`config.mk`:
```
export PLATFORM = sky130hd
export DESIGN_NAME = multi_channel_timer_bank_unit
export DESIGN_NICKNAME = d
export VERILOG_FILES = /design/src/hw/rtl/mctb_pkg.sv /design/src/hw/rtl/mctb_cell.sv /design/src/hw/rtl/multi_channel_timer_bank_unit.sv
export SDC_FILE = /design/constraint.sdc
export NUM_CORES = 2
export LEC_CHECK = 0
export BUFFER_PORTS_ARGS = -buffer_cell sky130_fd_sc_hd__buf_2
export CORE_MARGIN = 1.5
export CORE_UTILIZATION = 30
export DETAILED_ROUTE_END_ITERATION = 10
export GPL_TIMING_DRIVEN = 0
export PLACE_DENSITY = 0.45
export SYNTH_ARGS = -nofsm -noshare
export SYNTH_HDL_FRONTEND = slang
export SYNTH_SLANG_ARGS = --single-unit
```
`constraint.sdc`:
```
create_clock -name i_clk -period 4.2 [get_ports i_clk]
set_input_delay 0.63 -clock i_clk [delete_from_list [all_inputs] [get_ports i_clk]]
set_output_delay 0.63 -clock i_clk [all_outputs]
set_load 0.01 [all_outputs]
```
`src/hw/rtl/mctb_pkg.sv`:
```
// Shared types and constants for the multi-channel timer bank.
package mctb_pkg;

    localparam int NUM_TIMERS  = 8;
    localparam int MAX_RESULTS = 8;
    localparam int CNT_W       = $clog2(NUM_TIMERS + 1);
    localparam int IDX_W       = 3;
    localparam int VAL_W       = 32;
    localparam int NRES_W      = $clog2(MAX_RESULTS + 1);

    typedef enum logic [2:0] {
        OP_TICK  = 3'd0,
        OP_SET   = 3'd1,
        OP_START = 3'd2,
        OP_STOP  = 3'd3,
        OP_RESET = 3'd4,
        OP_ALLOC = 3'd5,
        OP_READ  = 3'd6
    } t_op;

    typedef enum logic [1:0] {
        KIND_EXPIRY  = 2'd0,
        KIND_GRANT   = 2'd1,
        KIND_REFUSE  = 2'd2,
        KIND_TICKS   = 2'd3
    } t_kind;

    typedef struct packed {
        logic             tick;
        logic             set;
        logic             start;
        logic             stop;
        logic             clr;
        logic [VAL_W-1:0] period;
        logic             one_shot;
    } t_cmd;

endpackage

```
`src/hw/rtl/mctb_cell.sv`:
```
// One timer cell: count, reload, mode, expiry flag and walk token stage.
module mctb_cell (
    input  logic           i_clk,
    input  logic           i_rst_n,
    input  mctb_pkg::t_cmd i_cmd,
    input  logic           i_sel,
    input  logic           i_active,
    input  logic           i_tok,
    input  logic           i_rest,
    output logic           o_tok,
    output logic           o_rest,
    output logic           o_fire,
    output logic           o_last
);

    logic                       r_en;
    logic                       r_os;
    logic [mctb_pkg::VAL_W-1:0] r_cnt;
    logic [mctb_pkg::VAL_W-1:0] r_rld;
    logic                       r_pend;
    logic                       r_tok;
    logic [mctb_pkg::VAL_W-1:0] cnt_dec;
    logic                       run;
    logic                       hit;

    assign cnt_dec = r_cnt - 1'b1;
    assign run     = i_active & r_en;
    assign hit     = run & (cnt_dec == '0);

    always_ff @(posedge i_clk) begin
        if (!i_rst_n) begin
            r_en   <= 1'b0;
            r_os   <= 1'b0;
            r_cnt  <= '0;
            r_rld  <= '0;
            r_pend <= 1'b0;
            r_tok  <= 1'b0;
        end else begin
            r_tok <= i_tok;
            if (i_cmd.tick) begin
                r_pend <= hit;
                if (hit) begin
                    r_cnt <= r_rld;
                    if (r_os) begin
                        r_en <= 1'b0;
                    end
                end else if (run) begin
                    r_cnt <= cnt_dec;
                end
            end else if (i_sel) begin
                if (i_cmd.set) begin
                    r_os  <= i_cmd.one_shot;
                    r_cnt <= i_cmd.period;
                    r_rld <= i_cmd.period;
                end
                if (i_cmd.start) begin
                    r_cnt <= r_rld;
                    r_en  <= 1'b1;
                end
                if (i_cmd.stop) begin
                    r_en <= 1'b0;
                end
                if (i_cmd.clr) begin
                    r_en  <= 1'b0;
                    r_cnt <= r_rld;
                end
            end
        end
    end

    assign o_tok  = r_tok;
    assign o_fire = r_tok & r_pend;
    assign o_rest = r_pend | i_rest;
    assign o_last = ~i_rest;

endmodule

```
`src/hw/rtl/multi_channel_timer_bank_unit.sv`:
```
// Set/start/stop/reset are registered in the addressed cell; allocate and read answer in the
// next cycle. A tick updates each allocated running timer on accept, then a token walks the
// cell chain one timer per cycle, emitting registered expiry beats; busy is high meanwhile.
// Other ops are taken every cycle while not busy. Results cannot be stalled.
// Reset (synchronous, active low) clears all timers, the handle count and the tick counter.
// Top level of the multi-channel timer bank.
module multi_channel_timer_bank_unit (
    input  logic        i_clk,
    input  logic        i_rst_n,
    input  logic        start,
    output logic        busy,
    input  logic [2:0]  i_op,
    input  logic [2:0]  i_timer,
    input  logic [31:0] i_period,
    input  logic        i_one_shot,
    output logic        o_strobe,
    output logic [1:0]  o_kind,
    output logic [2:0]  o_timer_index,
    output logic [31:0] o_value,
    output logic        o_last
);

    localparam int N = mctb_pkg::NUM_TIMERS;

    logic                        acc;
    logic                        valid_t;
    mctb_pkg::t_op               op;
    mctb_pkg::t_cmd              cmd;
    logic [N-1:0]                tok;
    logic [N-1:0]                rest;
    logic [N-1:0]                fire;
    logic [N-1:0]                last;
    logic                        walk_fire;
    logic                        walk_last;
    logic [mctb_pkg::IDX_W-1:0]  walk_idx;

    logic [mctb_pkg::CNT_W-1:0]  r_alloc;
    logic [mctb_pkg::VAL_W-1:0]  r_ticks;
    logic [mctb_pkg::NRES_W-1:0] r_nemit;
    logic                        r_strb;
    mctb_pkg::t_kind             r_kind;
    logic [mctb_pkg::IDX_W-1:0]  r_idx;
    logic [mctb_pkg::VAL_W-1:0]  r_val;
    logic                        r_last;

    assign busy    = |tok;
    assign acc     = start & ~busy;
    assign op      = mctb_pkg::t_op'(i_op);
    assign valid_t = 32'(i_timer) < N;

    always_comb begin
        cmd          = '0;
        cmd.period   = i_period;
        cmd.one_shot = i_one_shot;
        if (acc) begin
            case (op)
                mctb_pkg::OP_TICK:  cmd.tick  = 1'b1;
                mctb_pkg::OP_SET:   cmd.set   = valid_t;
                mctb_pkg::OP_START: cmd.start = valid_t;
                mctb_pkg::OP_STOP:  cmd.stop  = valid_t;
                mctb_pkg::OP_RESET: cmd.clr   = valid_t;
                default:            cmd.tick  = 1'b0;
            endcase
        end
    end

    for (genvar k = 0; k < N; k++) begin : g_cell
        logic tok_in;
        logic rest_in;
        if (k == 0) begin : g_head
            assign tok_in = cmd.tick;
        end else begin : g_body
            assign tok_in = tok[k-1];
        end
        if (k == N - 1) begin : g_tail
            assign rest_in = 1'b0;
        end else begin : g_mid
            assign rest_in = rest[k+1];
        end
        mctb_cell u_cell (
            .i_clk    (i_clk),
            .i_rst_n  (i_rst_n),
            .i_cmd    (cmd),
            .i_sel    (32'(i_timer) == k),
            .i_active (mctb_pkg::CNT_W'(k) < r_alloc),
            .i_tok    (tok_in),
            .i_rest   (rest_in),
            .o_tok    (tok[k]),
            .o_rest   (rest[k]),
            .o_fire   (fire[k]),
            .o_last   (last[k])
        );
    end

    always_comb begin
        walk_idx  = '0;
        walk_last = 1'b0;
        for (int k = 0; k < N; k++) begin
            if (fire[k]) begin
                walk_idx  = mctb_pkg::IDX_W'(k);
                walk_last = last[k];
            end
        end
        walk_fire = (|fire) && (32'(r_nemit) < mctb_pkg::MAX_RESULTS);
    end

    always_ff @(posedge i_clk) begin
        if (!i_rst_n) begin
            r_alloc <= '0;
            r_ticks <= '0;
            r_nemit <= '0;
            r_strb  <= 1'b0;
        end else begin
            r_strb <= 1'b0;
            if (cmd.tick) begin
                r_ticks <= r_ticks + 1'b1;
                r_nemit <= '0;
            end
            if (walk_fire) begin
                r_strb  <= 1'b1;
                r_kind  <= mctb_pkg::KIND_EXPIRY;
                r_idx   <= walk_idx;
                r_val   <= '0;
                r_last  <= walk_last ||
                           (32'(r_nemit) == mctb_pkg::MAX_RESULTS - 1);
                r_nemit <= r_nemit + 1'b1;
            end else if (acc && op == mctb_pkg::OP_ALLOC) begin
                r_strb <= 1'b1;
                r_val  <= '0;
                r_last <= 1'b1;
                if (32'(r_alloc) < N) begin
                    r_kind  <= mctb_pkg::KIND_GRANT;
                    r_idx   <= mctb_pkg::IDX_W'(r_alloc);
                    r_alloc <= r_alloc + 1'b1;
                end else begin
                    r_kind <= mctb_pkg::KIND_REFUSE;
                    r_idx  <= '0;
                end
            end else if (acc && op == mctb_pkg::OP_READ) begin
                r_strb <= 1'b1;
                r_kind <= mctb_pkg::KIND_TICKS;
                r_idx  <= '0;
                r_val  <= r_ticks;
                r_last <= 1'b1;
            end
        end
    end

    assign o_strobe      = r_strb;
    assign o_kind        = r_kind;
    assign o_timer_index = r_idx;
    assign o_value       = r_val;
    assign o_last        = r_last;

    a_one_token: assert property (@(posedge i_clk) disable iff (!i_rst_n)
        $onehot0(tok))
        else $error("more than one walk token in the cell chain");

    a_alloc_bound: assert property (@(posedge i_clk) disable iff (!i_rst_n)
        32'(r_alloc) <= N)
        else $error("handle count beyond bank size");

    a_tick_busy: assert property (@(posedge i_clk) disable iff (!i_rst_n)
        acc && op == mctb_pkg::OP_TICK |=> busy)
        else $error("tick accepted but walk not started");

    a_expiry_in_walk: assert property (@(posedge i_clk) disable iff (!i_rst_n)
        o_strobe && o_kind == mctb_pkg::KIND_EXPIRY |-> $past(busy))
        else $error("expiry beat outside a tick walk");

endmodule

```
# Yosys cells after proc, flatten, opt, wreduce, memory -nomap -nowiden
# Index checks and enable logic that the tools add are counted.
# totals
output_inout_bits,40
wordCells,332
inputBits,42
ff_bits,623
# classes
eq_ne,38
mux,121
n_addsub,11
n_bitwise,41
order_cmp,10
reduce_logical,55
# op_table
op,count
2-to-1 mux 32 bit,50
zero test 32 bit,8
subtractor 32 x 1 -> 32 bit (second input constant),8
2-to-1 mux 1 bit,55
AND reduction 3 bit,17
adder 32 x 1 -> 32 bit (second input constant),1
AND reduction 4 bit,8
2-to-1 mux 3 bit,10
!= test 2 x 1 -> 1 bit (second input constant),14
bitwise AND 1 bit,25
== test 3 bit (second input constant),7
!= test 3 x 1 -> 1 bit (second input constant),7
nonzero test 2 bit,9
< comparator 3 x 4 -> 1 bit (first input constant),4
OR reduction 8 bit,2
== test 3 x 2 -> 1 bit (second input constant),4
NOT 1 bit,10
adder 4 x 1 -> 4 bit (second input constant),2
< comparator 1 x 4 -> 1 bit (first input constant),2
< comparator 2 x 4 -> 1 bit (first input constant),2
< comparator 4 bit (second input constant),2
2-to-1 mux 4 bit,2
nonzero test 4 bit,2
== test 3 x 1 -> 1 bit (second input constant),2
12 further kinds,23

# Depth between registers and ports, before layout
# depth
depth_word,17
mapped_depth,15
depth_no_buf,11

# Hierarchy
# From an unflattened synthesis, not the netlist that was laid out.
# hier_totals
cells_unflattened,4990
area_unflattened_um2,38002.7
# by_module_without_submodules
mod,seq_area_each_um2,area_each_um2,instances,cells_each
mctb_cell at g_cell[0].u_cell ...,1361.3,4351.7,4,599
mctb_cell at g_cell[4].u_cell ...,1361.3,4231.6,4,555
multi_channel_timer_bank_unit,1961.9,3669.8,1,374

# Least setup slack after synthesis
# Ideal clock, no wire load.
# synth_path
kind,register to register
start,register g_cell[0].u_cell.r_cnt[2] in the netlist's numbering
end,register g_cell[0].u_cell.r_cnt[27] in the netlist's numbering
t_required_ns,4.126
path_stages_with_launch,12
period_less_slack_ns,3.471
n_path_buf,2
setup_time_ns,0.074
setup_slack_ns,0.729
t_arrival_ns,3.397
cell_sequence,dfxtp_1 buf_2 or4_4 or3_4 or4_1 xnor2_1 or4_4 nor4_4 buf_4 nand2_1 a21o_1 a31oi_1
# synth_between
elab_chain_len,5
elab_cells_between_ends,8
classes_between,add/sub: 1; eq/ne: 1; mux: 3; bitwise: 1; reduce/logical: 2
# synth_rtl
item,line,text
"start, declared",mctb_cell.sv:18,logic [mctb_pkg::VAL_W-1:0] r_cnt;
"start signal, assigned",mctb_cell.sv:43,r_cnt <= r_rld;
"start signal, assigned",mctb_cell.sv:48,r_cnt <= cnt_dec;
"start signal, assigned",mctb_cell.sv:53,r_cnt <= i_cmd.period;
subtractor 32 x 1 -> 32 bit (*),mctb_cell.sv:26,assign cnt_dec = r_cnt - 1'b1;
zero test 32 bit,mctb_cell.sv:28,assign hit = run & (cnt_dec == '0);
bitwise AND 1 bit,mctb_cell.sv:28,
!= test 3 bit (no line) or 2-to-1 mux 32 bit (tied branches),-,
AND reduction 3 bit (no line) or 2-to-1 mux 32 bit (tied branches),-,
# Every way passes the cells marked *; elsewhere a longest branch is shown, timed or not. The select of a mux whose other input is x is not followed.
# A chain may end at the register's enable or synchronous reset.

# Final worst setup path
# layout_path
start,register g_cell[0].u_cell.r_tok
end,register g_cell[3].u_cell.r_cnt[24] in the netlist's numbering
# layout_between
elab_chain_len,8
elab_cells_between_ends,12
classes_between,eq/ne: 1; mux: 5; bitwise: 2; reduce/logical: 4
# layout_rtl
item,line,text
"start, declared",mctb_cell.sv:21,logic r_tok;
"start signal, assigned",mctb_cell.sv:39,r_tok <= i_tok;
OR reduction 8 bit (*),multi_channel_timer_bank_unit.sv:46,assign busy = |tok;
NOT 1 bit (*),multi_channel_timer_bank_unit.sv:47,assign acc = start & ~busy;
bitwise AND 1 bit (*),multi_channel_timer_bank_unit.sv:47,
2-to-1 mux 5 bit (*),multi_channel_timer_bank_unit.sv:55,if (acc) begin
2-to-1 mux 32 bit,mctb_cell.sv:56,if (i_cmd.start) begin
2-to-1 mux 32 bit,mctb_cell.sv:63,if (i_cmd.clr) begin
2-to-1 mux 32 bit,mctb_cell.sv:50,end else if (i_sel) begin
2-to-1 mux 32 bit,mctb_cell.sv:40,if (i_cmd.tick) begin
"end signal, assigned",mctb_cell.sv:43,
"end signal, assigned",mctb_cell.sv:57,r_cnt <= r_rld;
"end signal, assigned",mctb_cell.sv:65,r_cnt <= r_rld;
"end, declared",mctb_cell.sv:18,
# Marks and branches as above.

==> impl_metrics.yaml <==
route:
  dr.pass1.iters: 8
  met3WireLength_mm: 20.0
  first_iter_violations: 5175
  wl_met2_mm: 75.2
  wl_met1_mm: 77.4
  avgRoutedWirePerCell_um: 30.0
  final_antenna_net_count: 0
  num_vias: 36800
  routed.top_layer: "met5"
  drt-vias-per-instance: 6.00
  finalWirelength_mm: 184
  drc: 0
sta:
  skew_ns: 0.0359
  rsz0062_at_grt: "true"
  fin_crit_ns: 4.31
  timing.hold.ws_ns: 0.335
  finalCritPeriodShare: 1.03
  maxSlewHeadroom: -0.0812
  setup_viol: 15
  tightest_slew_ns: 1.62
  setup_ws_ns: -0.108
  fmax_mhz: 232
  hold_violations: 0
  slew_violations: 44
clock_network:
  cts.clk_slew.worst_paths_ns: 0.06
  insertion_delay_ns: 0.68
  clock-sinks: 623
  clock_path_buffers: 3
  cts_inserted_buffers: 79
  tritoncts: "built"
  cts_root_buf: "clkbuf_16"
  htree_levels: 3
  holdBufCountCts: 0
yosys:
  synth_edf_count: 38
  synth.top_cell.area_share: 0.350
  ys_seq_area_frac: 0.384
  synth.area.top_cells: "dfxtp_1 (35%), nand2_1 (9.0%), a21oi_1 (8.3%), o21ai_0 (4.2%), clkbuf_1 (3.6%)"
  synthFlopType: "dfxtp_1"
  syn_avg_cell_area_um2: 7.57
  synth_top_area_cell: "dfxtp_1"
  yosys_warnings: 0
  syn_nets: 4483
  ys_async_sr_fraction: 0
  syn_area_um2: 33500
  ys_ff_latch: 623
  yosysUniqueCellTypes: 95
  syn_inst: 4421
place:
  gp_congestion: 0.967
  port_buffers: 46
  dp_hpwl_mm: 128
  dp.cells: 5963
setup_path:
  timing.rr.start: "g_cell[0].u_cell.o_tok"
  critPathLaunchType: "register"
  worstSetupPathType: "reg2reg"
  cp-end-kind: "register"
  cp_data_arrival_time_ns: 4.78
  r2r-end: "g_cell[3].u_cell.r_cnt[24]"
  required_ns: 4.67
  ff2ff_setup_slack_ns: -0.11
  r2r_cells: 11
  critical_path_peak_fanout: 10
grt:
  antenna_found_initial: 28
  grt_pass1_wl_mm: 256
  grt_max_degree: 36
  overflow: 0
  grt_usage: 0.316
  grt_pass1_vias: 33300
min_path:
  hp-class: "in2reg"
  hold_end: "g_cell[6].u_cell.r_rld[10]"
  hold_start: "i_period[10]"
  holdPathStages: 3
final_layout:
  fin_nets: 4629
  area_growth_pct: 16.6
  nFillCells: 11900
  layout-drive-gt1-share: 0.0844
  layout.cells.non_filler: 6130
die:
  chipWidth_um: 337
  coreArea_um2: 111000
  dieArea_um2: 114000
  io_pins: 82
  rows: 122
  start_util: 0.302
  die_y_um: 337
power_and_ir_drop:
  peakVddDrop_mv: 0.290
  p_per_area_nw_per_um2: 423
  power.leakage_nw: 14.1
job:
  maxCapViolCount: 4
status:
  violations: "capacitance limit, slew limit, setup timing"
  status: "finished, violations left"
state kept, by name (all words and copies together), names as in the netlist:
name	count
g_cell.u_cell.r_cnt	256
g_cell.u_cell.o_tok	8
g_cell.u_cell.r_en	8
g_cell.u_cell.r_pend	8
r_ticks	32
r_alloc	4
r_nemit	4
g_cell.u_cell.r_rld	256
g_cell.u_cell.r_os	8
o_timer_index	3
o_value	32
o_last	1
o_strobe	1
o_kind	2
cells in the mapped netlist, types with 44 or more instances:
| cell | n |
|---|---|
| xor2_1 | 103 |
| or3_1 | 55 |
| nand2_1 | 805 |
| and2_1 | 62 |
| clkbuf_1 | 325 |
| a31oi_1 | 76 |
| a21oi_1 | 556 |
| o211a_1 | 48 |
| nor3_1 | 127 |
| inv_1 | 47 |
| or4_1 | 44 |
| o211ai_1 | 48 |
| o21ai_0 | 280 |
| nand4_1 | 48 |
| nor4_1 | 99 |
| nand3_1 | 77 |
| a211oi_1 | 60 |
| dfxtp_1 | 585 |
| nor2_1 | 303 |
| xnor2_1 | 76 |
repair_timing:
action	in CTS	in global routing
hold endpoints to repair	0	0
setup endpoints to repair	290	222
setup buffers	5	9
cloned	0	0
resized for setup	46	38
pin swaps	3	5
report_power, final:
group          switching [mW]  total, mW  leakage [nW]  internal (mW)
Sequential             0.0938       6.14          5.02           6.04
Clock                    2.97       7.57          1.41           4.60
Combinational            2.02       2.79          7.67          0.767
Total                    5.09       16.5          14.1           11.4
worst max-delay path by stage:
| stage | start | to | slack, ns | cells after the start |
|---|---|---|---|---|
| finish | g_cell[0].u_cell.o_tok | g_cell[3].u_cell.r_cnt[24] | -0.11 | 11 |
| global route | g_cell[0].u_cell.o_tok | g_cell[4].u_cell.r_cnt[2] | -0.03 | 11 |
| CTS | g_cell[1].u_cell.r_cnt[11] | g_cell[1].u_cell.r_cnt[17] | 0.01 | 11 |
| detailed placement | i_op[0] | g_cell[2].u_cell.r_cnt[12] | -2.34 | 11 |
| global placement | g_cell[5].u_cell.o_tok | g_cell[4].u_cell.r_cnt[19] | -2.70 | 8 |
| floorplan | g_cell[0].u_cell.r_cnt[2] | g_cell[0].u_cell.r_cnt[27] | 0.73 | 11 |
critical path: stages (launching register included):
cell,delay (ns)
dfxtp_1,0.46
nor4_1,0.09
buf_2,0.21
nand3_2,0.33
clkbuf_4,0.45
buf_2,0.40
clkbuf_2,0.48
clkbuf_2,0.44
clkbuf_2,0.62
o21ai_0,0.20
a22oi_1,0.26
a31oi_1,0.11
metrics by stage:
stage	setup slack [ns]	power, mW	instance area [um^2]	setup TNS, ns	util
after CTS	0.0149	16.4	38800	0	0.350
after global placement	-2.70	8.89	35600	-712.05	0.321
final	-0.108	16.5	39000	-0.598	0.352
after detailed placement	-2.34	8.89	35800	-365.59	0.323
after global routing	-0.0252	16.9	39000	-0.0252	0.352
after floorplan	0.729	7.81	33500	0	-
routing by layer:
metal | GRT usage | vias up
li1 | - | 16200
met1 | 0.426 | 17900
met2 | 0.453 | 2134
met3 | 0.0787 | 480
met4 | 0.181 | 10
met5 | 0 | -
kinds of logic (layout without fill, tap and decap cells):
group | after synthesis | count (layout) | synth area share
buf+inv | 416 | 626 | 0.0487
other cells | 0 | 11 | 0
xor+xnor | 179 | 179 | 0.0469
mux | 10 | 10 | 0.00303
simple gates | 1826 | 1826 | 0.262
fa+ha+maj | 20 | 20 | 0.00748
compound gates | 1347 | 1347 | 0.248
flops | 623 | 623 | 0.384
layout make-up:
cell class                 count  area (um^2)  share of cell area
multi-input combinational   3382        19200               0.493
sequential                   623        12900               0.329
clock buffer                 113         2370              0.0608
tap                         1488         1860              0.0477
buffer                       366         1560              0.0400
timing repair buffer          68          474              0.0122
clock inverter                32          454              0.0116
inverter                      47          176             0.00452
antenna                       11         27.5            0.000706
cell usage in the layout, fill, tap and decap left out, types with 84 or more instances in the layout:
cell,count
xor2_1,103
nor4_1,89
clkbuf_16,84
nor2_1,300
clkbuf_1,280
nand2_1,803
a21oi_1,556
dfxtp_1,585
nor3_1,118
o21ai_0,280
Note: power is estimated with default switching activity, not from simulation.
